==> src/design/mfde_pkg.sv <==
// Package for the monochrome frame-store draw engine: payload structs, command codes,
// controller states and the command/status structs between controller and datapath.
`default_nettype none
package mfde_pkg;
  localparam int unsigned FbColumnsDefault = 128;
  localparam int unsigned FbPagesDefault   = 8;

  typedef enum logic [2:0] {
    OP_PLOT   = 3'd0,
    OP_LINE   = 3'd1,
    OP_CIRCLE = 3'd2,
    OP_CLEAR  = 3'd3,
    OP_READ   = 3'd4
  } op_e;

  typedef struct packed {
    logic [2:0] operation;
    logic [7:0] start_x;
    logic [7:0] start_y;
    logic [7:0] end_x;
    logic [7:0] end_y;
    logic [7:0] radius;
    logic       pixel_on;
    logic [2:0] page;
  } in_word_t;

  typedef struct packed {
    logic [7:0] read_byte;
    logic [2:0] done_operation;
  } out_word_t;

  typedef enum logic [3:0] {
    ST_SWEEP,      // clearing pass
    ST_IDLE,
    ST_PIX_RD,     // issue store read for a pixel
    ST_PIX_WR,     // modify and write the pixel byte
    ST_LINE_INIT,
    ST_LINE_STEP,  // decide next line pixel
    ST_CIRC_INIT,
    ST_CIRC_MUL,   // a/b update from the squares
    ST_CIRC_TEST,  // loop condition
    ST_CIRC_PT,    // select one of eight points
    ST_CIRC_ADV,   // next point, or compute squares after the last
    ST_READ,
    ST_READ_WAIT,
    ST_DONE
  } state_e;

  typedef struct packed {
    logic       load;        // capture the command
    logic       sweep_clr;   // reset sweep address
    logic       sweep_wr;    // write zero at sweep address
    logic       pix_from_start; // point pixel at start coordinate
    logic       pix_from_walk;
    logic       pix_from_circ;
    logic       pix_rd;
    logic       pix_wr;
    logic       line_init;
    logic       line_step;
    logic       circ_init;
    logic       circ_mul;
    logic       circ_pt_next;
    logic       circ_adv;
    logic       read_rd;
    logic       read_cap;
  } cmd_t;

  typedef struct packed {
    logic sweep_last;
    logic line_last;
    logic circ_zero;
    logic circ_go;
    logic circ_pt_last;
    op_e  op;
  } stat_t;
endpackage
`default_nettype wire

==> src/design/mfde_ctrl.sv <==
// Controller state machine of the draw engine: sequences store accesses per command.
// Depends on mfde_pkg; drives mfde_datapath through cmd_t.
`default_nettype none
module mfde_ctrl import mfde_pkg::*; (
  input  wire logic  clk_i,
  input  wire logic  rst_ni,
  input  wire logic  in_valid_i,
  output      logic  in_stall_o,
  output      logic  out_valid_o,
  input  wire logic  out_stall_i,
  input  wire stat_t stat_i,
  output      cmd_t  cmd_o
);
  state_e state_q, state_d;
  state_e ret_q, ret_d;   // where a pixel write or a sweep returns to
  logic   ov_q, ov_d;

  always_ff @(posedge clk_i or negedge rst_ni) begin
    if (!rst_ni) begin
      state_q <= ST_SWEEP;
      ret_q   <= ST_IDLE;
      ov_q    <= 1'b0;
    end else begin
      state_q <= state_d;
      ret_q   <= ret_d;
      ov_q    <= ov_d;
    end
  end

  assign out_valid_o = ov_q;
  assign in_stall_o  = !(state_q == ST_IDLE) || ov_q;

  always_comb begin
    state_d = state_q;
    ret_d   = ret_q;
    ov_d    = ov_q && out_stall_i;
    cmd_o   = '0;
    unique case (state_q)
      ST_SWEEP: begin
        cmd_o.sweep_wr = 1'b1;
        // The sweep after reset goes to idle, a clear command finishes with a result.
        if (stat_i.sweep_last) begin
          cmd_o.sweep_clr = 1'b1;
          state_d = ret_q;
        end
      end
      ST_IDLE: begin
        if (in_valid_i && !ov_q) begin
          cmd_o.load = 1'b1;
          ret_d   = ST_DONE;
          // dispatch happens next cycle on the captured word
          state_d = ST_READ;
        end
      end
      ST_READ: begin
        // dispatch on the captured command
        unique case (stat_i.op)
          OP_PLOT: begin cmd_o.pix_from_start = 1'b1; ret_d = ST_DONE; state_d = ST_PIX_RD; end
          OP_LINE: begin cmd_o.line_init = 1'b1; state_d = ST_LINE_INIT; end
          OP_CIRCLE: begin
            cmd_o.circ_init = 1'b1;
            if (stat_i.circ_zero) begin
              cmd_o.pix_from_start = 1'b1; ret_d = ST_DONE; state_d = ST_PIX_RD;
            end else state_d = ST_CIRC_INIT;
          end
          OP_CLEAR: begin ret_d = ST_DONE; cmd_o.sweep_clr = 1'b1; state_d = ST_SWEEP; end
          OP_READ: begin cmd_o.read_rd = 1'b1; state_d = ST_READ_WAIT; end
          default: state_d = ST_DONE;
        endcase
      end
      ST_READ_WAIT: begin cmd_o.read_cap = 1'b1; state_d = ST_DONE; end
      ST_PIX_RD: begin cmd_o.pix_rd = 1'b1; state_d = ST_PIX_WR; end
      ST_PIX_WR: begin cmd_o.pix_wr = 1'b1; state_d = ret_q; end
      ST_LINE_INIT: begin
        cmd_o.pix_from_walk = 1'b1; ret_d = ST_LINE_STEP; state_d = ST_PIX_RD;
      end
      ST_LINE_STEP: begin
        if (stat_i.line_last) state_d = ST_DONE;
        else begin cmd_o.line_step = 1'b1; state_d = ST_LINE_INIT; end
      end
      ST_CIRC_INIT: begin cmd_o.circ_mul = 1'b1; state_d = ST_CIRC_TEST; end
      ST_CIRC_TEST: begin
        state_d = stat_i.circ_go ? ST_CIRC_PT : ST_DONE;
      end
      ST_CIRC_PT: begin
        cmd_o.pix_from_circ = 1'b1; ret_d = ST_CIRC_ADV; state_d = ST_PIX_RD;
      end
      ST_CIRC_ADV: begin
        if (stat_i.circ_pt_last) begin
          cmd_o.circ_mul = 1'b1; state_d = ST_CIRC_MUL;
        end else begin cmd_o.circ_pt_next = 1'b1; state_d = ST_CIRC_PT; end
      end
      ST_CIRC_MUL: begin
        // squares of a+1 and b now valid; update a/b and recompute
        cmd_o.circ_adv = 1'b1; state_d = ST_CIRC_INIT;
      end
      ST_DONE: begin
        if (!ov_q) begin ov_d = 1'b1; state_d = ST_IDLE; end
      end
      default: state_d = ST_IDLE;
    endcase
  end
endmodule
`default_nettype wire

==> config.mk <==
export PLATFORM = sky130hd
export DESIGN_NAME = mfde_ctrl
export DESIGN_NICKNAME = d
export VERILOG_FILES = /design/src/design/mfde_pkg.sv /design/src/design/mfde_ctrl.sv
export SDC_FILE = /design/constraint.sdc
export NUM_CORES = 1
export LEC_CHECK = 0
export ABC_AREA = 1
export BUFFER_PORTS_ARGS = -buffer_cell sky130_fd_sc_hd__buf_4
export CAP_MARGIN = 15
export CORE_UTILIZATION = 48
export CTS_CLUSTER_DIAMETER = 200
export DETAILED_ROUTE_END_ITERATION = 12
export GPL_ROUTABILITY_DRIVEN = 0
export GPL_TIMING_DRIVEN = 1
export HOLD_SLACK_MARGIN = 0.15
export PLACE_DENSITY = 0.84
export SYNTH_ARGS = -nofsm -noshare
export SYNTH_HDL_FRONTEND = slang
export SYNTH_SLANG_ARGS = --single-unit
==> constraint.sdc <==
create_clock -name clk_i -period 2.07 [get_ports clk_i]
set_clock_uncertainty 0.15 [all_clocks]
set_input_delay 0.621 -clock clk_i [delete_from_list [all_inputs] [get_ports clk_i]]
set_output_delay 0.621 -clock clk_i [all_outputs]
set_load 0.05 [all_outputs]
==> impl_summary.txt, run 1 <==
----------------------------------------------------
[Die]
  Top Ports ... 30
  Die width ... around 43 um
  Initial cell density of the core ... a little over half
  Number of placement rows ... 14
  Chip height ... approximately 43 um

[Yosys]
  Post-Synthesis Net Count ... roughly 150
  Combinational family with the most area after synthesis ... simple AND/OR/NAND/NOR gates
  Fraction of the mapped netlist area in adder cells ... 0%
  Dominant synthesized flop cell ... dfrtp_1
  Yosys warns ... 0
  Post-Synthesis Cell Area ... between 800 and 900 um^2
  Synthesized area per cell ... roughly 5.8 um^2
  Proportion of synthesized area in mux cells ... 0%
  Number of library cell types mapped by synthesis ... 21
  Fraction of synthesis flops using an asynchronous set or reset pin ... between 90% and 100%
  Most frequently used cell type in the post-synthesis netlist ... nand2_1
  Yosys top cell area share ... 24.5%
  Proportion of synthesized chip area in sequential cells ... approximately 28%
  Number of enable flip-flop cells after synthesis ... 0
  Instance count of the mapped netlist ... 142
  Compound-gate portion of the synthesized area ... 4.28%
  Xor/xnor cell area share of the yosys netlist ... 0%
  Cell type with the largest total area after synthesis ... dfrtp_1
  List of most frequent post-synthesis cells ... 52 x nand2_1, 24 x nor2_1, 21 x inv_1, 10 x nand3_1, 8 x dfrtp_1
  Area share of and/or/nand/nor cells after synthesis ... a little under three fifths
  Leading cell types by total area after synthesis ... dfrtp_1 24%, nand2_1 24%, nor2_1 11%
  Post-synthesis sequential element count ... 9

[CTS]
  Number of buffers inserted during clock tree synthesis ... 3
  CTS Root Buffer Type ... clkbuf_4
  Htree depth ... 1
  Sinks on Clock Net ... 9
  Worst-case clock buffer depth ... 2

[Run status]
  Outcome ... stopped before the end
  Log Error ... [ERROR DPL-0038] Utilization greater than 100%, impossible to legalize
  Stage where the flow stopped ... global routing

[Place]
  Placed cell area ... ~1200 um^2
  Post-detail-place hpwl ... between 1500 and 2000 um
  Quantity of I/O buffers inserted on ports ... 29

[STA]
  Pin type at the end of the worst path ... top-level output
  Worst endpoint after global-route timing repair ... cmd_o[2]

[GRT]
  Pin count of the biggest net entering global routing ... 10

----------------------------------------------------
[cells by family after synthesis]
| group | Yosys count |
|---|---|
| compound gates | 6 |
| buf+inv | 24 |
| flops | 9 |
| simple gates | 103 |
[what timing repair did]
item / in CTS
resized for setup: 38
buffers inserted: 9
endpoints found under the setup margin: 15
hold buffers: 1
pin swaps: 4
endpoints found under the hold margin: 8
[through the flow]
step | util [%] | cells | TNS, ns | worst slack, ns
after CTS | 91.2 | 211 | -1.01 | -0.132
after detailed placement | 76.6 | 197 | -0.0889 | -0.0404
after global placement | 76.6 | 197 | -0.0309 | -0.0220
after floorplan | - | 142 | -0.431 | -0.180
==> run 2, diff against run 1 <==
- CORE_AREA: not set -> 2 2 63 65
- CORE_UTILIZATION: 48 -> not set
- CTS_CLUSTER_DIAMETER: 200 -> not set
- DIE_AREA: not set -> 0 0 65 67
- HOLD_SLACK_MARGIN: 0.15 -> not set
- PLACE_DENSITY: 0.84 -> not set
- PLACE_DENSITY_LB_ADDON: not set -> 0.15
==> run 2 against run 1 <==
Net effect:
- the flow now finishes, with violations (negative setup slack)
- synthesized area unchanged
- synthesized cell count stayed put
==> impl_summary.txt, run 2 <==
----------------------------------------------------
[Power]
  Peak supply drop ... between 600 and 700 uV
  Total power after layout ... between 2 and 2.5 mW
  Leakage power ... approximately 0.85 nW
  Power density of the placed cells ... between 1000 and 1500 nW/um^2

[Die]
  Top Ports ... 30
  Die width ... ~65 um
  Area of the die ... 4360 um^2
  Initial cell density of the core ... 22.7%
  Number of placement rows ... 22
  Core Area ... 3610 um^2
  Chip height ... between 60 and 70 um

[Yosys]
  Synthesized area per cell ... 5.76 um^2
  Most frequently used cell type in the post-synthesis netlist ... nand2_1
  Yosys top cell area share ... around a quarter
  Yosys warns ... 0
  Fraction of the mapped netlist area in adder cells ... 0%
  Combinational family with the most area after synthesis ... simple AND/OR/NAND/NOR gates
  Leading cell types by total area after synthesis ... dfrtp_1 24%, nand2_1 24%, nor2_1 11%
  Fraction of synthesis flops using an asynchronous set or reset pin ... 100%
  List of most frequent post-synthesis cells ... 52 x nand2_1, 24 x nor2_1, 21 x inv_1, 10 x nand3_1, 8 x dfrtp_1
  Cell type with the largest total area after synthesis ... dfrtp_1
  Post-synthesis sequential element count ... 9
  Area share of and/or/nand/nor cells after synthesis ... a little under three fifths
  Post-Synthesis Net Count ... roughly 150
  Post-Synthesis Cell Area ... between 800 and 900 um^2
  Proportion of synthesized area in mux cells ... 0%
  Dominant synthesized flop cell ... dfrtp_1
  Number of enable flip-flop cells after synthesis ... 0
  Compound-gate portion of the synthesized area ... 4.28%
  Xor/xnor cell area share of the yosys netlist ... 0%
  Number of library cell types mapped by synthesis ... 21
  Instance count of the mapped netlist ... 142
  Proportion of synthesized chip area in sequential cells ... about 28%

[STA]
  Min Clock Period, post-route ... 2.12 ns
  Worst hold slack after final layout ... around 0.063 ns
  Highest attainable clock frequency ... approximately 470 MHz
  Setup repair after global routing missed its margin ... yes
  Final number of max-transition violations ... 0
  Actual transition at the worst max-transition pin ... roughly 0.22 ns
  Number of setup violations in the final report ... 7
  Final cycle utilization of the critical path ... 102%
  Hold violation count in the final report ... 0
  Relative slew margins ... between 80% and 90%
  Fin worst setup slack ... -0.0500 ns

[Route]
  Antenna-violating nets left ... 0
  Routed via count ... ~1000
  Wire length on met2 ... approximately 1400 um
  Residual DRC ... 0
  Max Used Layer ... met4
  Number of vias per cell after detailed routing ... around 4.3
  Overall routed net length ... 2640 um
  Count of routing violations after the opening detailed-route iteration ... 12
  Routed wl met3 ... ~76 um
  DR pass1 iterations ... 4
  Routed length per placed instance ... about 11 um
  Met1 layer wirelength in the final routing ... about 1100 um

[GRT]
  Antenna violations before repair ... 0
  Total congestion overflow after global routing ... 0
  Vias in the first global route ... roughly 1100
  GRT Resource Usage Total ... around an eighth
  Pin count of the biggest net entering global routing ... 10
  First-pass GRT wire length ... ~4500 um

[Finish]
  Synthesis-to-layout area growth ... 86.5%
  Commonest cells after routing, fill and taps aside ... 40 x nand2_1, 34 x buf_4, 16 x buf_6
  Antenna Diode Count ... 0
  Net count, final ... 211
  FF+latch area ... 230 um^2
  Area of combinational cells with multiple inputs ... between 600 and 700 um^2
  Most frequent standard cell in the layout excluding fill and tap cells ... nand2_1
  Filler Cells Inserted ... 387
  Non-Filler Instances ... 246
  Share of final-layout standard cells stronger than drive strength 1 ... about 54%

[Run status]
  Outcome ... finished with violations
  Violated checks ... negative setup slack

[Worst setup path]
  CP endpoint ... cmd_o[5]
  Start point of the critical path ... state_q[2]$_DFFE_PN0P_
  Category of the critical setup timing path ... reg2out
  Worst endpoint required time ... 1.30 ns
  Source of the worst register-to-register timing path ... state_q[2]$_DFFE_PN0P_
  Sort of element at the start of the critical path ... flop
  Setup crit end kind ... output pin
  CP Data Arrival Time ... between 1 and 1.5 ns
  Reg-to-reg endpoint ... state_q[0]$_DFFE_PN0P_
  Worst Reg-to-Reg Cells ... 8
  Largest fanout of any net on the critical path ... 4
  Flop-to-flop setup slack ... a little over 0.4 ns

[Run]
  Max cap viols ... 0

[CTS]
  CTS tree ... yes
  Worst-case clock buffer depth ... 2
  CTS Root Buffer Type ... clkbuf_8
  Clock-pin slew on the worst setup and hold paths ... roughly 0.04 ns
  Sinks on Clock Net ... 9
  Total of hold buffers inserted after clock tree synthesis ... 0
  Htree depth ... 1
  Number of buffers inserted during clock tree synthesis ... 3
  Worst skew pair latency ... 0.23 ns

[Place]
  Number of placed instances, taps included ... 236
  Quantity of I/O buffers inserted on ports ... 29
  Post-detail-place hpwl ... between 2000 and 2500 um
  Pre-CTS setup slack ... -0.0373 ns

[Min path]
  Hold/Removal Path Class ... in2async

----------------------------------------------------
[run 2: cell counts after synthesis]
No cell type changed its count.
[run 2: power by group]
part | internal, mW | leakage, nW | switching (mW)
registers | 0.278 | 0.106 | 0.0900
logic | 0.666 | 0.725 | 0.986
clock network | 0.134 | 0.0228 | 0.0651
[run 2: cell type report]
| cell class | instances | share of cell area, % |
|---|---|---|
| Clock buffer | 4 | 2.95 |
| Inverter | 23 | 6.07 |
| Multi-Input combinational cell | 109 | 40.5 |
| Sequential cell | 9 | 15.1 |
| Tap cell | 48 | 3.93 |
| Timing Repair Buffer | 53 | 31.5 |
[run 2: worst min-delay path by stage]
stage / from / cells after the start / slack, ns / endpoint
floorplan: rst_ni / 0 / 0.18 / out_valid_o$_DFF_PN0_
global placement: rst_ni / 1 / 0.30 / ret_q[3]$_DFFE_PN0P_
detailed placement: rst_ni / 1 / 0.31 / ret_q[1]$_DFFE_PN0P_
CTS: rst_ni / 1 / 0.06 / ret_q[3]$_DFFE_PN0P_
global route: rst_ni / 1 / 0.06 / ret_q[3]$_DFFE_PN0P_
finish: rst_ni / 1 / 0.06 / ret_q[3]$_DFFE_PN0P_
[run 2: what timing repair did]
| item | in CTS | in global routing |
|---|---|---|
| pin swaps | 5 | 5 |
| buffers inserted | 5 | 2 |
| resized for setup | 31 | 26 |
| endpoints found under the setup margin | 12 | 16 |
| cloned | 0 | 0 |
[run 2: cell families (layout without fill, tap and decap cells)]
family / after synthesis / after routing
AOI/OAI and AO/OA: 6 / 6
buffers and inverters: 24 / 80
DFF: 9 / 9
and+or+nand+nor: 103 / 103
[run 2: per-stage QoR]
stage / utilization (%) / cell area [um^2] / TNS (ns)
after floorplan: - / 868 / -0.431
after global placement: 35.3 / 1270 / -0.0751
after detailed placement: 35.3 / 1270 / -0.0665
after CTS: 40.5 / 1460 / -0.352
after global routing: 42.3 / 1530 / -0.835
final: 42.3 / 1530 / -0.162
[run 2: worst max-delay path, cell delays in order, from the launching register on]
cell and delay, ns:
dfrtp_2 0.46, inv_4 0.11, nand2_4 0.08, nor2_4 0.12, nand2_2 0.09, nor2_2 0.10, buf_6 0.16
[run 2: routing by layer]
layer  up-vias  global-route usage (%)
met4         0                    5.32
met5         -                       0
li1        543                       -
met1       482                    15.4
met3         4                    2.70
met2        17                    23.8
No activity file was read; power rests on OpenSTA's default activity.
